[src/rtl/core/assert_macros.svh]
// Assertion helpers, included by the top-level engine module.
`ifndef ASSERT_MACROS_SVH
`define ASSERT_MACROS_SVH

// Same-cycle implication, off while reset is asserted.
`define ASSERT_IMPLIES(label, clk, rst_n, ante, cons) \
  label: assert property (@(posedge clk) disable iff (!(rst_n)) (ante) |-> (cons)) \
    else $error("%m: implication failed");

// Next-cycle implication, off while reset is asserted.
`define ASSERT_NEXT(label, clk, rst_n, ante, cons) \
  label: assert property (@(posedge clk) disable iff (!(rst_n)) (ante) |=> (cons)) \
    else $error("%m: next-cycle implication failed");

`endif

[src/rtl/core/tcce_pkg.sv]
package tcce_pkg;

  localparam int unsigned SCREEN_COLS_DEF = 80;
  localparam int unsigned SCREEN_ROWS_DEF = 25;

  localparam int unsigned CMD_FIFO_DEPTH = 4;
  localparam int unsigned RES_FIFO_DEPTH = 2;

  localparam logic [3:0] INIT_FILL_RESET = 4'd10;

  localparam logic [7:0] CH_BS    = 8'd8;
  localparam logic [7:0] CH_TAB   = 8'd9;
  localparam logic [7:0] CH_LF    = 8'd10;
  localparam logic [7:0] CH_CR    = 8'd13;
  localparam logic [7:0] CH_BLOCK = 8'hDB;

  // tab stops every 8 columns
  localparam int unsigned TAB_BITS = 3;

  typedef enum logic [1:0] {
    REQ_PUTCHAR = 2'd0,
    REQ_INIT    = 2'd1,
    REQ_CLEAR   = 2'd2,
    REQ_PIXEL   = 2'd3
  } req_e;

  typedef enum logic [1:0] {
    ST_OK      = 2'd0,
    ST_NOINIT  = 2'd1,
    ST_INVALID = 2'd2
  } status_e;

  // The palette uses four component levels only.
  localparam logic [7:0] LEVEL [4] = '{8'd0, 8'd85, 8'd170, 8'd255};

  // Level codes per palette entry: red [5:4], green [3:2], blue [1:0].
  localparam logic [5:0] PAL_LVL [16] = '{
    6'b00_00_00, 6'b00_00_10, 6'b00_10_00, 6'b00_10_10,
    6'b10_00_00, 6'b10_00_10, 6'b10_01_00, 6'b10_10_10,
    6'b01_01_01, 6'b01_01_11, 6'b01_11_01, 6'b01_11_11,
    6'b11_01_01, 6'b11_01_11, 6'b11_11_01, 6'b11_11_11
  };

  typedef struct packed {
    req_e        req;
    logic [7:0]  ch;
    logic [6:0]  x;
    logic [4:0]  y;
    logic        both_neg;
    logic        one_neg;
    logic        pix_ok;
    logic [10:0] pix_base;
    logic [3:0]  idx;
  } cmd_t;

  typedef struct packed {
    status_e     status;
    logic        cell_write;
    logic [10:0] cell_index;
    logic [7:0]  cell_char;
    logic [7:0]  cell_attr;
    logic        scroll_up;
    logic        fill_screen;
    logic [7:0]  fill_attr;
    logic [6:0]  cursor_col;
    logic [4:0]  cursor_row;
    logic        last;
  } res_t;

endpackage

[src/rtl/core/text_console_cursor_engine.sv]
// Path: a command passes the 3-stage palette search, the command queue and the execute
//   stage on its way to the result side.
// Throughput: one command per cycle unless a full queue stalls; a pixel block gives
//   two results, one per cell write, as the execute stage writes one result per cycle.
// Reset (async, active low): cursor 0,0, background 0, not initialized, fill index 10,
//   pipeline and both queues empty; the block takes commands right after reset.
module text_console_cursor_engine #(
  parameter int unsigned ScreenCols = tcce_pkg::SCREEN_COLS_DEF,
  parameter int unsigned ScreenRows = tcce_pkg::SCREEN_ROWS_DEF
) (
  input  logic              clk_i,
  input  logic              rst_ni,
  input  logic              push,
  output logic              full,
  input  logic [1:0]        req_type_i,
  input  logic [7:0]        ch_i,
  input  logic signed [7:0] col_i,
  input  logic signed [7:0] row_i,
  input  logic [7:0]        red_i,
  input  logic [7:0]        green_i,
  input  logic [7:0]        blue_i,
  input  logic              cfg_we_i,
  input  logic [3:0]        cfg_data_i,
  output logic              empty,
  input  logic              pop,
  output logic [1:0]        status_o,
  output logic              cell_write_o,
  output logic [10:0]       cell_index_o,
  output logic [7:0]        cell_char_o,
  output logic [7:0]        cell_attr_o,
  output logic              scroll_up_o,
  output logic              fill_screen_o,
  output logic [7:0]        fill_attr_o,
  output logic [6:0]        cursor_col_o,
  output logic [4:0]        cursor_row_o,
  output logic              last_o
);

  `include "assert_macros.svh"

  localparam int unsigned CmdW = $bits(tcce_pkg::cmd_t);
  localparam int unsigned ResW = $bits(tcce_pkg::res_t);

  tcce_pkg::cmd_t front_cmd, back_cmd;
  tcce_pkg::res_t back_res, out_res;
  logic [CmdW-1:0] cmd_q_data;
  logic [ResW-1:0] res_q_data;
  logic cmd_push, cmd_full, cmd_empty, cmd_pop;
  logic res_push, res_full;

  tcce_front #(
    .ScreenCols (ScreenCols),
    .ScreenRows (ScreenRows)
  ) u_front (
    .clk_i      (clk_i),
    .rst_ni     (rst_ni),
    .push_i     (push),
    .full_o     (full),
    .req_type_i (req_type_i),
    .ch_i       (ch_i),
    .col_i      (col_i),
    .row_i      (row_i),
    .red_i      (red_i),
    .green_i    (green_i),
    .blue_i     (blue_i),
    .cmd_o      (front_cmd),
    .cmd_push_o (cmd_push),
    .cmd_full_i (cmd_full)
  );

  tcce_fifo #(
    .Width (CmdW),
    .Depth (tcce_pkg::CMD_FIFO_DEPTH)
  ) u_cmd_fifo (
    .clk_i   (clk_i),
    .rst_ni  (rst_ni),
    .push_i  (cmd_push),
    .data_i  (front_cmd),
    .full_o  (cmd_full),
    .pop_i   (cmd_pop),
    .data_o  (cmd_q_data),
    .empty_o (cmd_empty)
  );

  assign back_cmd = cmd_q_data;

  tcce_back #(
    .ScreenCols (ScreenCols),
    .ScreenRows (ScreenRows)
  ) u_back (
    .clk_i       (clk_i),
    .rst_ni      (rst_ni),
    .cmd_i       (back_cmd),
    .cmd_valid_i (!cmd_empty),
    .cmd_pop_o   (cmd_pop),
    .res_o       (back_res),
    .res_push_o  (res_push),
    .res_full_i  (res_full),
    .cfg_we_i    (cfg_we_i),
    .cfg_data_i  (cfg_data_i)
  );

  tcce_fifo #(
    .Width (ResW),
    .Depth (tcce_pkg::RES_FIFO_DEPTH)
  ) u_res_fifo (
    .clk_i   (clk_i),
    .rst_ni  (rst_ni),
    .push_i  (res_push),
    .data_i  (back_res),
    .full_o  (res_full),
    .pop_i   (pop),
    .data_o  (res_q_data),
    .empty_o (empty)
  );

  assign out_res       = res_q_data;
  assign status_o      = out_res.status;
  assign cell_write_o  = out_res.cell_write;
  assign cell_index_o  = out_res.cell_index;
  assign cell_char_o   = out_res.cell_char;
  assign cell_attr_o   = out_res.cell_attr;
  assign scroll_up_o   = out_res.scroll_up;
  assign fill_screen_o = out_res.fill_screen;
  assign fill_attr_o   = out_res.fill_attr;
  assign cursor_col_o  = out_res.cursor_col;
  assign cursor_row_o  = out_res.cursor_row;
  assign last_o        = out_res.last;

  `ASSERT_IMPLIES(a_cursor_on_screen, clk_i, rst_ni, !empty,
    int'(cursor_col_o) < ScreenCols && int'(cursor_row_o) < ScreenRows)
  `ASSERT_IMPLIES(a_fill_homes_cursor, clk_i, rst_ni, res_push && back_res.fill_screen,
    back_res.cursor_col == '0 && back_res.cursor_row == '0)
  `ASSERT_IMPLIES(a_scroll_bottom_row, clk_i, rst_ni, res_push && back_res.scroll_up,
    int'(back_res.cursor_row) == ScreenRows - 1)
  // the second cell of a block waits at the head even while the result queue is full
  `ASSERT_NEXT(a_block_pair, clk_i, rst_ni, res_push && !back_res.last,
    back_res.last && back_res.cell_char == tcce_pkg::CH_BLOCK)

endmodule

[src/rtl/core/tcce_fifo.sv]
module tcce_fifo #(
  parameter int unsigned Width = 8,
  parameter int unsigned Depth = 2
) (
  input  logic             clk_i,
  input  logic             rst_ni,
  input  logic             push_i,
  input  logic [Width-1:0] data_i,
  output logic             full_o,
  input  logic             pop_i,
  output logic [Width-1:0] data_o,
  output logic             empty_o
);

  localparam int unsigned PtrW = (Depth > 1) ? $clog2(Depth) : 1;
  localparam int unsigned CntW = $clog2(Depth + 1);

  logic [Width-1:0] mem_q [Depth];
  logic [PtrW-1:0]  wr_ptr_q, wr_ptr_d;
  logic [PtrW-1:0]  rd_ptr_q, rd_ptr_d;
  logic [CntW-1:0]  cnt_q, cnt_d;
  logic             do_push, do_pop;

  assign full_o  = (cnt_q == CntW'(Depth));
  assign empty_o = (cnt_q == '0);
  assign do_push = push_i && !full_o;
  assign do_pop  = pop_i && !empty_o;
  assign data_o  = mem_q[rd_ptr_q];

  always_comb begin
    wr_ptr_d = wr_ptr_q;
    rd_ptr_d = rd_ptr_q;
    cnt_d    = cnt_q;
    if (do_push) begin
      wr_ptr_d = (wr_ptr_q == PtrW'(Depth - 1)) ? '0 : wr_ptr_q + 1'b1;
    end
    if (do_pop) begin
      rd_ptr_d = (rd_ptr_q == PtrW'(Depth - 1)) ? '0 : rd_ptr_q + 1'b1;
    end
    if (do_push && !do_pop) begin
      cnt_d = cnt_q + 1'b1;
    end else if (do_pop && !do_push) begin
      cnt_d = cnt_q - 1'b1;
    end
  end

  always_ff @(posedge clk_i or negedge rst_ni) begin
    if (!rst_ni) begin
      wr_ptr_q <= '0;
      rd_ptr_q <= '0;
      cnt_q    <= '0;
    end else begin
      wr_ptr_q <= wr_ptr_d;
      rd_ptr_q <= rd_ptr_d;
      cnt_q    <= cnt_d;
    end
  end

  always_ff @(posedge clk_i) begin
    if (do_push) begin
      mem_q[wr_ptr_q] <= data_i;
    end
  end

endmodule

[src/rtl/core/tcce_front.sv]
module tcce_front #(
  parameter int unsigned ScreenCols = tcce_pkg::SCREEN_COLS_DEF,
  parameter int unsigned ScreenRows = tcce_pkg::SCREEN_ROWS_DEF
) (
  input  logic               clk_i,
  input  logic               rst_ni,
  input  logic               push_i,
  output logic               full_o,
  input  logic [1:0]         req_type_i,
  input  logic [7:0]         ch_i,
  input  logic signed [7:0]  col_i,
  input  logic signed [7:0]  row_i,
  input  logic [7:0]         red_i,
  input  logic [7:0]         green_i,
  input  logic [7:0]         blue_i,
  output tcce_pkg::cmd_t     cmd_o,
  output logic               cmd_push_o,
  input  logic               cmd_full_i
);

  logic advance;
  logic a_valid_q, b_valid_q, c_valid_q;

  tcce_pkg::cmd_t cmd_a_d, cmd_a_q, cmd_b_q, cmd_c_q;
  logic [15:0] sq_r_d [4];
  logic [15:0] sq_g_d [4];
  logic [15:0] sq_b_d [4];
  logic [15:0] sq_r_q [4];
  logic [15:0] sq_g_q [4];
  logic [15:0] sq_b_q [4];
  logic [19:0] dist_d [16];
  logic [19:0] dist_q [16];
  logic [19:0] grp_dist_d [4];
  logic [19:0] grp_dist_q [4];
  logic [3:0]  grp_idx_d [4];
  logic [3:0]  grp_idx_q [4];
  logic [3:0]  best_idx;

  // hold the whole pipe while the last stage cannot hand off
  assign advance    = !c_valid_q || !cmd_full_i;
  assign full_o     = !advance;
  assign cmd_push_o = c_valid_q && !cmd_full_i;

  // stage A: per-channel squared distances to the four levels, decode
  always_comb begin
    logic [7:0] dr, dg, db;
    for (int l = 0; l < 4; l++) begin
      dr = (red_i >= tcce_pkg::LEVEL[l]) ? red_i - tcce_pkg::LEVEL[l]
                                         : tcce_pkg::LEVEL[l] - red_i;
      dg = (green_i >= tcce_pkg::LEVEL[l]) ? green_i - tcce_pkg::LEVEL[l]
                                           : tcce_pkg::LEVEL[l] - green_i;
      db = (blue_i >= tcce_pkg::LEVEL[l]) ? blue_i - tcce_pkg::LEVEL[l]
                                          : tcce_pkg::LEVEL[l] - blue_i;
      sq_r_d[l] = 16'(dr) * 16'(dr);
      sq_g_d[l] = 16'(dg) * 16'(dg);
      sq_b_d[l] = 16'(db) * 16'(db);
    end
  end

  always_comb begin
    cmd_a_d          = '0;
    cmd_a_d.req      = tcce_pkg::req_e'(req_type_i);
    cmd_a_d.ch       = ch_i;
    cmd_a_d.both_neg = col_i[7] && row_i[7];
    cmd_a_d.one_neg  = col_i[7] ^ row_i[7];
    cmd_a_d.pix_ok   = !col_i[7] && !row_i[7]
                       && ({1'b0, col_i[6:0]} < 8'(ScreenCols / 2))
                       && ({1'b0, row_i[6:0]} < 8'(ScreenRows));
    // clamp to the screen; only read when both coordinates are non-negative
    cmd_a_d.x = ({1'b0, col_i[6:0]} >= 8'(ScreenCols)) ? 7'(ScreenCols - 1)
                                                       : col_i[6:0];
    cmd_a_d.y = ({1'b0, row_i[6:0]} >= 8'(ScreenRows)) ? 5'(ScreenRows - 1)
                                                       : row_i[4:0];
    cmd_a_d.pix_base = 11'(11'(row_i[4:0]) * 11'(ScreenCols))
                       + 11'({col_i[6:0], 1'b0});
  end

  // stage B: weighted distance 3*dr^2 + 4*dg^2 + 2*db^2 per palette entry
  always_comb begin
    logic [19:0] r2, g2, b2;
    for (int i = 0; i < 16; i++) begin
      r2 = 20'(sq_r_q[tcce_pkg::PAL_LVL[i][5:4]]);
      g2 = 20'(sq_g_q[tcce_pkg::PAL_LVL[i][3:2]]);
      b2 = 20'(sq_b_q[tcce_pkg::PAL_LVL[i][1:0]]);
      dist_d[i] = (r2 << 1) + r2 + (g2 << 2) + (b2 << 1);
    end
  end

  // stage C: minimum in each group of four; strict compare keeps the lower index
  always_comb begin
    for (int g = 0; g < 4; g++) begin
      grp_dist_d[g] = dist_q[g * 4];
      grp_idx_d[g]  = 4'(g * 4);
      for (int k = 1; k < 4; k++) begin
        if (dist_q[g * 4 + k] < grp_dist_d[g]) begin
          grp_dist_d[g] = dist_q[g * 4 + k];
          grp_idx_d[g]  = 4'(g * 4 + k);
        end
      end
    end
  end

  always_comb begin
    logic [19:0] best_d;
    best_d   = grp_dist_q[0];
    best_idx = grp_idx_q[0];
    for (int g = 1; g < 4; g++) begin
      if (grp_dist_q[g] < best_d) begin
        best_d   = grp_dist_q[g];
        best_idx = grp_idx_q[g];
      end
    end
  end

  always_comb begin
    cmd_o     = cmd_c_q;
    cmd_o.idx = best_idx;
  end

  always_ff @(posedge clk_i or negedge rst_ni) begin
    if (!rst_ni) begin
      a_valid_q <= 1'b0;
      b_valid_q <= 1'b0;
      c_valid_q <= 1'b0;
    end else if (advance) begin
      a_valid_q <= push_i;
      b_valid_q <= a_valid_q;
      c_valid_q <= b_valid_q;
    end
  end

  always_ff @(posedge clk_i) begin
    if (advance) begin
      cmd_a_q    <= cmd_a_d;
      cmd_b_q    <= cmd_a_q;
      cmd_c_q    <= cmd_b_q;
      sq_r_q     <= sq_r_d;
      sq_g_q     <= sq_g_d;
      sq_b_q     <= sq_b_d;
      dist_q     <= dist_d;
      grp_dist_q <= grp_dist_d;
      grp_idx_q  <= grp_idx_d;
    end
  end

endmodule

[src/rtl/core/tcce_back.sv]
module tcce_back #(
  parameter int unsigned ScreenCols = tcce_pkg::SCREEN_COLS_DEF,
  parameter int unsigned ScreenRows = tcce_pkg::SCREEN_ROWS_DEF
) (
  input  logic           clk_i,
  input  logic           rst_ni,
  input  tcce_pkg::cmd_t cmd_i,
  input  logic           cmd_valid_i,
  output logic           cmd_pop_o,
  output tcce_pkg::res_t res_o,
  output logic           res_push_o,
  input  logic           res_full_i,
  input  logic           cfg_we_i,
  input  logic [3:0]     cfg_data_i
);

  logic       ready_q, ready_d;
  logic [6:0] col_q, col_d;
  logic [4:0] row_q, row_d;
  logic [3:0] bg_q, bg_d;
  logic [3:0] fill_idx_q;
  logic       phase_q, phase_d;
  logic       go;
  logic       split;

  assign go         = cmd_valid_i && !res_full_i;
  assign res_push_o = go;
  // a pixel block gives two transfers; keep the command for the second
  assign split      = (cmd_i.req == tcce_pkg::REQ_PIXEL) && cmd_i.pix_ok;
  assign cmd_pop_o  = go && !(split && !phase_q);
  assign phase_d    = (go && split) ? !phase_q : phase_q;

  always_comb begin
    logic [6:0] x;
    logic [4:0] y;
    logic [5:0] y_inc;
    logic [7:0] x_inc;
    logic [4:0] stop;
    logic [7:0] stop_col;
    logic       scroll;

    ready_d = ready_q;
    col_d   = col_q;
    row_d   = row_q;
    bg_d    = bg_q;
    scroll  = 1'b0;
    res_o   = '0;
    res_o.status = tcce_pkg::ST_OK;
    res_o.last   = 1'b1;

    x        = cmd_i.both_neg ? col_q : cmd_i.x;
    y        = cmd_i.both_neg ? row_q : cmd_i.y;
    y_inc    = 6'(y) + 6'd1;
    x_inc    = 8'(x) + 8'd1;
    stop     = 5'(x >> tcce_pkg::TAB_BITS) + 5'd1;
    stop_col = 8'({stop, {tcce_pkg::TAB_BITS{1'b0}}});

    unique case (cmd_i.req)
      tcce_pkg::REQ_INIT: begin
        bg_d    = '0;
        col_d   = '0;
        row_d   = '0;
        ready_d = 1'b1;
        res_o.fill_screen = 1'b1;
        res_o.fill_attr   = {4'b0, fill_idx_q};
      end
      tcce_pkg::REQ_CLEAR: begin
        bg_d  = cmd_i.idx;
        col_d = '0;
        row_d = '0;
        res_o.fill_screen = 1'b1;
        res_o.fill_attr   = {cmd_i.idx, 4'b0};
      end
      tcce_pkg::REQ_PIXEL: begin
        if (!cmd_i.pix_ok) begin
          res_o.status = tcce_pkg::ST_INVALID;
        end else begin
          res_o.cell_write = 1'b1;
          res_o.cell_index = phase_q ? cmd_i.pix_base + 11'd1 : cmd_i.pix_base;
          res_o.cell_char  = tcce_pkg::CH_BLOCK;
          res_o.cell_attr  = {cmd_i.idx, cmd_i.idx};
          res_o.last       = phase_q;
        end
      end
      tcce_pkg::REQ_PUTCHAR: begin
        priority if (!ready_q) begin
          res_o.status = tcce_pkg::ST_NOINIT;
        end else if (cmd_i.one_neg) begin
          res_o.status = tcce_pkg::ST_INVALID;
        end else begin
          unique case (cmd_i.ch)
            tcce_pkg::CH_LF: begin
              col_d = '0;
              row_d = y_inc[4:0];
              scroll = (y_inc >= 6'(ScreenRows));
            end
            tcce_pkg::CH_CR: begin
              col_d = '0;
              row_d = y;
            end
            tcce_pkg::CH_TAB: begin
              col_d = (stop_col >= 8'(ScreenCols)) ? 7'(ScreenCols - 1) : stop_col[6:0];
              row_d = y;
            end
            tcce_pkg::CH_BS: begin
              // at column 0 leave the cursor where it was
              if (x != '0) begin
                col_d = x - 7'd1;
                row_d = y;
              end
            end
            default: begin
              res_o.cell_write = 1'b1;
              res_o.cell_index = 11'(11'(y) * 11'(ScreenCols)) + 11'(x);
              res_o.cell_char  = cmd_i.ch;
              res_o.cell_attr  = {bg_q, cmd_i.idx};
              if (x_inc >= 8'(ScreenCols)) begin
                col_d  = '0;
                row_d  = y_inc[4:0];
                scroll = (y_inc >= 6'(ScreenRows));
              end else begin
                col_d = x_inc[6:0];
                row_d = y;
              end
            end
          endcase
          if (scroll) begin
            row_d = 5'(ScreenRows - 1);
            res_o.scroll_up = 1'b1;
            res_o.fill_attr = {bg_q, 4'b0};
          end
        end
      end
      default: ;
    endcase

    res_o.cursor_col = col_d;
    res_o.cursor_row = row_d;
  end

  always_ff @(posedge clk_i or negedge rst_ni) begin
    if (!rst_ni) begin
      ready_q    <= 1'b0;
      col_q      <= '0;
      row_q      <= '0;
      bg_q       <= '0;
      phase_q    <= 1'b0;
      fill_idx_q <= tcce_pkg::INIT_FILL_RESET;
    end else begin
      if (go) begin
        ready_q <= ready_d;
        col_q   <= col_d;
        row_q   <= row_d;
        bg_q    <= bg_d;
      end
      phase_q <= phase_d;
      if (cfg_we_i) begin
        fill_idx_q <= cfg_data_i;
      end
    end
  end

endmodule

[config.mk]
export PLATFORM = sky130hd
export DESIGN_NAME = text_console_cursor_engine
export DESIGN_NICKNAME = d
export VERILOG_FILES = /design/src/rtl/core/tcce_pkg.sv /design/src/rtl/core/text_console_cursor_engine.sv /design/src/rtl/core/tcce_fifo.sv /design/src/rtl/core/tcce_front.sv /design/src/rtl/core/tcce_back.sv
export VERILOG_INCLUDE_DIRS = /design/src /design/src/rtl/core
export SDC_FILE = /design/constraint.sdc
export NUM_CORES = 2
export LEC_CHECK = 0
export ABC_AREA = 1
export BUFFER_PORTS_ARGS = -buffer_cell sky130_fd_sc_hd__clkbuf_2
export CORE_ASPECT_RATIO = 2
export CORE_UTILIZATION = 50
export CTS_CLUSTER_SIZE = 12
export DETAILED_ROUTE_END_ITERATION = 16
export GPL_TIMING_DRIVEN = 1
export PLACE_DENSITY = 0.72
export SYNTH_ARGS = -nofsm -noshare
export SYNTH_HDL_FRONTEND = slang
export SYNTH_SLANG_ARGS = --single-unit
[constraint.sdc]
create_clock -name clk_i -period 31.1 [get_ports clk_i]
set_input_delay 1.555 -clock clk_i [delete_from_list [all_inputs] [get_ports clk_i]]
set_output_delay 1.555 -clock clk_i [all_outputs]
set_load 0.005 [all_outputs]
# ---- Word-level counts from Yosys, hierarchy flattened
# Memory sizes are Yosys's and may differ from the RTL's.
# Index checks and enable logic that the tools add are counted.
dict set report op_classes {
  add_sub_neg 65
  multipliers 14
  order_cmp 34
  n_eq_ne 11
  muxes 89
  bitwise_logic 1
  n_reduce_logical 51
}
# op count
set op_table {}
lappend op_table {{$add A20 B17 Y20} 16}
lappend op_table {{$lt A20 B20 Y1} 15}
lappend op_table {{$mux W20} 14}
lappend op_table {{$mul A8 B8 Y16} 12}
lappend op_table {{$add A20 B18 Y20} 9}
lappend op_table {{$mux W8} 15}
lappend op_table {{$add A17 B16 Y18} 4}
lappend op_table {{$pmux W30 S2} 1}
lappend op_table {{$mux W29} 2}
lappend op_table {{$mux W28} 2}
lappend op_table {{$ge A8 B8 Y1 const B} 6}
lappend op_table {{$sub A8 B8 Y8 const A} 6}
lappend op_table {{$sub A8 B8 Y8 const B} 6}
lappend op_table {{$mux W7} 6}
lappend op_table {{$ge A8 B7 Y1 const B} 5}
lappend op_table {{$eq A8 B4 Y1 const B} 4}
lappend op_table {{$mux W5} 6}
lappend op_table {{$ge A8 B1 Y1 const B} 3}
lappend op_table {{$pmux W8 S3} 1}
lappend op_table {{$sub A1 B8 Y8 const A} 3}
lappend op_table {{$sub A7 B8 Y8 const A} 3}
lappend op_table {{$sub A8 B7 Y8 const B} 3}
lappend op_table {{$mux W1} 23}
lappend op_table {{$pmux W7 S3} 1}
lappend op_table {{other kinds (42)} 99}
dict set report word_totals {
  regBits 752
  ram_bits 266
  n_memories 2
}
# memory words word_bits read_ports rd_ports_with_merged_regs write_ports line_no
set mem_list {}
lappend mem_list {u_cmd_fifo.mem_q 4 40 1 0 1 tcce_fifo.sv:18} ;# logic [Width-1:0] mem_q [Depth];
lappend mem_list {u_res_fifo.mem_q 2 53 1 0 1 tcce_fifo.sv:18}

# ---- Longest topological paths before layout
# An unclocked memory read counts as a cell.
dict set report logic_depth {
  word_depth 13
  mapped_depth 35
  ltp_nobuf 33
}

# ---- By module
# Synthesis repeated with hierarchy kept, for this count alone.
dict set report hier_totals {
  hier_cells 8742
  area_unflattened_um2 80479.7
}
# module instances cells_each area_per_inst_um2 seq_area_each_um2
set modules_own_cells {}
lappend modules_own_cells {tcce_front 1 7320 65938.2 19894.1}
lappend modules_own_cells {{tcce_fifo (u_cmd_fifo)} 1 528 7103.1 4979.8}
lappend modules_own_cells {{tcce_fifo (u_res_fifo)} 1 308 4110.2 3283.1}
lappend modules_own_cells {tcce_back 1 585 3324.4 553.0}
lappend modules_own_cells {text_console_cursor_engine 1 1 3.8 0.0}

# ---- Least setup slack after synthesis
# Ideal clock, no wire load.
dict set report synth_timing {
  kind {register to register}
  from {register u_cmd_fifo.cnt_q[0]}
  to {register u_front.cmd_a_q[10] in the netlist's numbering (enable)}
  setup_ns 6.286
  arrival_time_ns 15.288
  required_time_ns 24.814
  slack_ns 9.526
  path_stages_with_launch 3
  path_buffers 0
  synth_period_minus_slack_ns 21.574
  path_cell_list {dfrtp_1 -> nor2_1 -> nand3_1}
}
dict set report synth_via {
  elab_chain_cells 3
}
# item line_no
set synth_lines {}
lappend synth_lines {{from (decl)} tcce_fifo.sv:21} ;# logic [CntW-1:0] cnt_q, cnt_d;
lappend synth_lines {{from (signal assigned)} tcce_fifo.sv:55} ;# cnt_q <= cnt_d;
lappend synth_lines {{$eq A3 B3 Y1} tcce_fifo.sv:24} ;# assign full_o = (cnt_q == CntW'(Depth));
lappend synth_lines {{$logic_not A1 Y1} tcce_front.sv:40} ;# assign advance = !c_valid_q || !cmd_full_i;
lappend synth_lines {{$logic_or A1 B1 Y1} tcce_front.sv:40}
lappend synth_lines {{to (signal assigned)} tcce_front.sv:134} ;# cmd_a_q <= cmd_a_d;
lappend synth_lines {{to (decl)} tcce_front.sv:24} ;# tcce_pkg::cmd_t cmd_a_d, cmd_a_q, cmd_b_q, cmd_c_q;
# No other way between the ends.
# A chain may end at the register's enable or synchronous reset.

==> metrics.txt <==
# TYPE chip_impl_metric gauge
chip_impl_info{name="outcome",value="finished, final reports clean"} 1
chip_impl_metric{name="ys_warn_count",unit=""} 0
chip_impl_metric{name="via_count_of_the_first_global_routing_pass",unit=""} 60600
chip_impl_info{name="r2r_end",value="u_front.grp_dist_q[16]$_DFFE_PN_"} 1
chip_impl_metric{name="first_iter_violations",unit=""} 2867
chip_impl_metric{name="clk_path_buf_depth",unit=""} 3
chip_impl_metric{name="synth_top_cell_area_share",unit="%"} 35.1
chip_impl_metric{name="synth-seq-area-share",unit="%"} 36.2
chip_impl_info{name="hold_path.class",value="flip-flop to flip-flop"} 1
chip_impl_metric{name="tns",unit="ns"} 0
chip_impl_metric{name="skew",unit="ns"} 0.0580
chip_impl_metric{name="gpl.final_weighted_congestion",unit=""} 1.01
chip_impl_metric{name="crit_fanout",unit=""} 38
chip_impl_info{name="rsz_0062_raised_after_global_routing",value="no"} 1
chip_impl_info{name="clk_root_buffer_cell",value="sky130_fd_sc_hd__clkbuf_16"} 1
chip_impl_metric{name="clock_latency_late_sink",unit="ns"} 0.73
chip_impl_metric{name="grt_max_degree",unit=""} 191
chip_impl_info{name="clock_tree_from_tritoncts",value="done"} 1
chip_impl_metric{name="final-hold-violation-count",unit=""} 0
chip_impl_info{name="netlist_top_cells_area",value="sky130_fd_sc_hd__edfxtp_1, sky130_fd_sc_hd__ha_1, sky130_fd_sc_hd__fa_1"} 1
chip_impl_metric{name="timing.max_cap.violations",unit=""} 0
chip_impl_metric{name="whs_path_depth",unit=""} 0
chip_impl_metric{name="initial_util",unit="%"} 50.5
chip_impl_metric{name="number_of_antenna_violating_nets_in_the_routed_design",unit=""} 0
chip_impl_metric{name="ff2ff_path_depth",unit=""} 27
chip_impl_metric{name="ys_async_sr_fraction",unit="%"} 3.76
chip_impl_metric{name="grt_antenna_before_repair",unit=""} 12
chip_impl_metric{name="slowest_delay",unit="ns"} 0.84
chip_impl_metric{name="period_share",unit="%"} 27.1
chip_impl_metric{name="die_ht",unit="µm"} 564
chip_impl_metric{name="synth-edff-count",unit=""} 921
chip_impl_metric{name="timing.final.setup_violations",unit=""} 0
chip_impl_info{name="crit_path_frequent_cell",value="sky130_fd_sc_hd__o21ai_0"} 1
chip_impl_metric{name="cts_htree_levels",unit=""} 3
chip_impl_metric{name="multi_input_area",unit="mm²"} 0.0448
chip_impl_metric{name="crit_required",unit="ns"} 31.51
chip_impl_metric{name="tightest_slew",unit="ns"} 1.19
chip_impl_metric{name="nFillCells",unit=""} 13900
chip_impl_metric{name="yosysUniqueCellTypes",unit=""} 65
chip_impl_metric{name="seq_area",unit="mm²"} 0.0286
chip_impl_metric{name="slew_viol_final",unit=""} 0
chip_impl_metric{name="post_cts_buffers",unit=""} 0
chip_impl_metric{name="detailedRoute.firstPassIterationCount",unit=""} 6
chip_impl_metric{name="grt.overflow.total",unit=""} 0
chip_impl_metric{name="routed-via-count",unit=""} 58700
chip_impl_metric{name="number_of_buffers_inserted_by_port_buffering",unit=""} 113
chip_impl_metric{name="mean_instance_size_in_the_synthesized_netlist",unit="µm²"} 9.28
chip_impl_metric{name="synth_cells",unit=""} 8495
chip_impl_metric{name="global_route_wire_length_before_repair",unit="µm"} 330000
chip_impl_metric{name="slew_headroom",unit="%"} 19.9
chip_impl_info{name="top_flip_flop_cell_by_instance_count_after_synthesis",value="sky130_fd_sc_hd__edfxtp_1"} 1
chip_impl_metric{name="final_net_count",unit=""} 10100
chip_impl_info{name="start_kind",value="flip-flop"} 1
chip_impl_metric{name="ys_seq_elements",unit=""} 957
chip_impl_metric{name="postRouteWirelength",unit="µm"} 218000
chip_impl_metric{name="average_routed_wire_per_standard_cell",unit="µm"} 20.3
chip_impl_metric{name="design.portCount",unit=""} 114
chip_impl_metric{name="layout-area-overhead-vs-synth",unit="%"} 7.45
chip_impl_info{name="hold_path_end",value="u_front.cmd_b_q[22]$_DFFE_PN_"} 1
chip_impl_metric{name="fp.coreArea",unit="mm²"} 0.156
chip_impl_metric{name="grt_util_all_layers",unit="%"} 27.6
chip_impl_metric{name="vias_per_cell",unit=""} 5.46
chip_impl_info{name="cp-end-kind",value="flip-flop"} 1
chip_impl_metric{name="cts.sink_count",unit=""} 957
chip_impl_metric{name="max_clock_freq",unit="MHz"} 119
chip_impl_metric{name="core.rowCount",unit=""} 205
chip_impl_metric{name="final_layout_size_suffix_gt1_share",unit="%"} 3.99
chip_impl_info{name="worst_hold_startpoint",value="u_front.cmd_a_q[22]$_SDFFCE_PP1N_"} 1
chip_impl_metric{name="postCtsHoldBufs",unit=""} 0
chip_impl_info{name="post-synth-top-area-cell",value="sky130_fd_sc_hd__edfxtp_1"} 1
chip_impl_info{name="regToRegStartpoint",value="u_front.dist_q[53]$_DFFE_PN_"} 1
chip_impl_metric{name="dp_hpwl",unit="µm"} 180000
chip_impl_metric{name="fp.dieArea",unit="mm²"} 0.159
chip_impl_metric{name="clk_pin_slew",unit="ns"} 0.06
chip_impl_info{name="cp_slowest_cell",value="sky130_fd_sc_hd__a2111oi_0"} 1
chip_impl_metric{name="final.min_clock_period",unit="ns"} 8.42
chip_impl_metric{name="setup.reg_to_reg.worst_slack",unit="ns"} 22.68
chip_impl_metric{name="ctsResizeCount",unit=""} 0
chip_impl_metric{name="numCtsBuffers",unit=""} 96
chip_impl_metric{name="cp.arrival",unit="ns"} 8.83
chip_impl_info{name="critPathKind",value="flip-flop to flip-flop"} 1
chip_impl_metric{name="post-route-drc-count",unit=""} 0
chip_impl_metric{name="synth.cell_area",unit="mm²"} 0.0788
chip_impl_metric{name="die_width",unit="µm"} 283
==> synthesized netlist by cell type (all sizes together) (7+ instances only) <==
master / instances
o31ai: 16
nor4: 11
nand2: 1490
o22ai: 23
o221ai: 11
and2: 7
xor2: 524
a21oi: 648
xnor2: 117
dfrtp: 34
a21boi: 10
nor2: 570
clkbuf: 124
edfxtp: 921
buf: 34
nand4: 34
clkinv: 11
or2: 8
a32o: 8
o21a: 12
fa: 337
o21bai: 81
nor3: 47
a31oi: 25
ha: 1114
inv: 1296
nand3: 255
mux2: 7
a211oi: 26
o21ai: 596
a21o: 20
o2111ai: 7
o211ai: 24
==> logic make-up (layout without fill, tap and decap cells) <==
family	Yosys count	count (layout)	share of synthesized area, %
xor gates and xnor gates	641	641	7.12
buffers and inverters	1465	1628	7.09
muxes	10	10	0.138
and+or+nand+nor	2427	2427	12.3
DFF	957	957	36.2
AOI/OAI and AO/OA	1542	1542	10.8
other	2	20	0.00953
adders and majority gates	1451	1451	26.2
==> cell type report <==
cell class / count / area share (%)
Inverter: 1307 / 5.80
Tap cell: 2070 / 3.06
Clock inverter: 26 / 0.313
Multi-Input combinational cell: 6079 / 52.9
Clock buffer: 135 / 3.08
Sequential cell: 957 / 33.7
Antenna cell: 12 / 0.0354
Timing Repair Buffer: 160 / 1.12
==> metal layers <==
metal,wire (µm),vias to the layer above,share of wire (%),GRT usage [%]
met5,66,-,0.030,0
met4,23100,12,11,25.2
met3,7980,729,3.7,4.05
met2,117000,1407,54,52.6
met1,70100,27900,32,24.3
li1,-,28600,-,-
==> sequential cells by signal, summed over array words and instances (netlist names), 3 cells and up <==
| register | cells |
|---|---|
| u_front.sq_b_q | 59 |
| u_front.dist_q | 289 |
| u_back.col_q | 7 |
| u_front.grp_idx_q | 8 |
| u_back.bg_q | 4 |
| u_front.grp_dist_q | 80 |
| u_cmd_fifo.cnt_q | 3 |
| u_back.row_q | 5 |
| u_res_fifo.mem_q | 106 |
| u_front.cmd_o | 35 |
| u_front.cmd_b_q | 35 |
| u_back.fill_idx_q | 4 |
| u_front.cmd_a_q | 35 |
| u_cmd_fifo.mem_q | 156 |
| u_front.sq_g_q | 59 |
| u_front.sq_r_q | 59 |
==> how the worst max path moves through the flow <==
stage / cells after the start / from / slack [ns] / to
floorplan: 2 / u_cmd_fifo.cnt_q[0]$_DFFE_PN0P_ / 9.53 / u_front.cmd_a_q[10]$_DFFE_PN_
global placement: 32 / red_i[0] / 22.28 / u_front.sq_r_q[47]$_DFFE_PN_
detailed placement: 32 / red_i[0] / 22.26 / u_front.sq_r_q[47]$_DFFE_PN_
CTS: 27 / u_front.dist_q[53]$_DFFE_PN_ / 22.60 / u_front.grp_dist_q[16]$_DFFE_PN_
global route: 27 / u_front.dist_q[53]$_DFFE_PN_ / 22.20 / u_front.grp_dist_q[16]$_DFFE_PN_
finish: 27 / u_front.dist_q[53]$_DFFE_PN_ / 22.68 / u_front.grp_dist_q[16]$_DFFE_PN_
==> placed cells by master (no fill, tap or decap), types with 10 or more instances in the layout <==
cell type                      n
sky130_fd_sc_hd__nand3_1     249
sky130_fd_sc_hd__nand4_1      34
sky130_fd_sc_hd__clkinv_1     21
sky130_fd_sc_hd__o31ai_1      16
sky130_fd_sc_hd__nor2_1      564
sky130_fd_sc_hd__a21boi_0     10
sky130_fd_sc_hd__inv_1      1285
sky130_fd_sc_hd__ha_1       1114
sky130_fd_sc_hd__o22ai_1      23
sky130_fd_sc_hd__clkbuf_2    113
sky130_fd_sc_hd__dfrtp_1      33
sky130_fd_sc_hd__clkbuf_1     36
sky130_fd_sc_hd__o211ai_1     24
sky130_fd_sc_hd__fa_1        337
sky130_fd_sc_hd__xor2_1      524
sky130_fd_sc_hd__o21ai_1      25
sky130_fd_sc_hd__nor4_1       11
sky130_fd_sc_hd__a21o_1       20
sky130_fd_sc_hd__nor3_1       45
sky130_fd_sc_hd__inv_2        10
sky130_fd_sc_hd__diode_2      12
sky130_fd_sc_hd__o21ai_0     563
sky130_fd_sc_hd__edfxtp_1    921
sky130_fd_sc_hd__a31oi_1      25
sky130_fd_sc_hd__a211oi_1     26
sky130_fd_sc_hd__nand2_1    1478
sky130_fd_sc_hd__o21bai_1     81
sky130_fd_sc_hd__o221ai_1     11
sky130_fd_sc_hd__o21a_1       12
sky130_fd_sc_hd__xnor2_1     117
sky130_fd_sc_hd__nand2_2      10
sky130_fd_sc_hd__buf_4        45
sky130_fd_sc_hd__clkbuf_16    99
sky130_fd_sc_hd__a21oi_1     647
==> stage by stage <==
stage          instance area (µm²)  hold slack [ns]  utilization [%]  setup WS, ns  std cells
2_1_floorplan                78900            0.400                -          9.53       8501
3_3_place_gp                 81800            0.400             52.3         22.28      10600
3_5_place_dp                 81800            0.405             52.3         22.26      10600
4_1_cts                      84700            0.402             54.2         22.60      10700
5_1_grt                      84700            0.414             54.2         22.20      10700
6_report                     84700            0.417             54.2         22.68      10700
==> critical path, delay by kind of cell (launching register included) <==
family          cells  cell delay [ns]
buf+inv             6             1.56
fa+ha+maj           3             0.95
simple gates        6             1.30
compound gates     12             3.87
flops               1             0.39
Power is left out: the tool's default activity adds up to more than one toggle a clock period on the data nets, which glitch-free logic cannot reach.
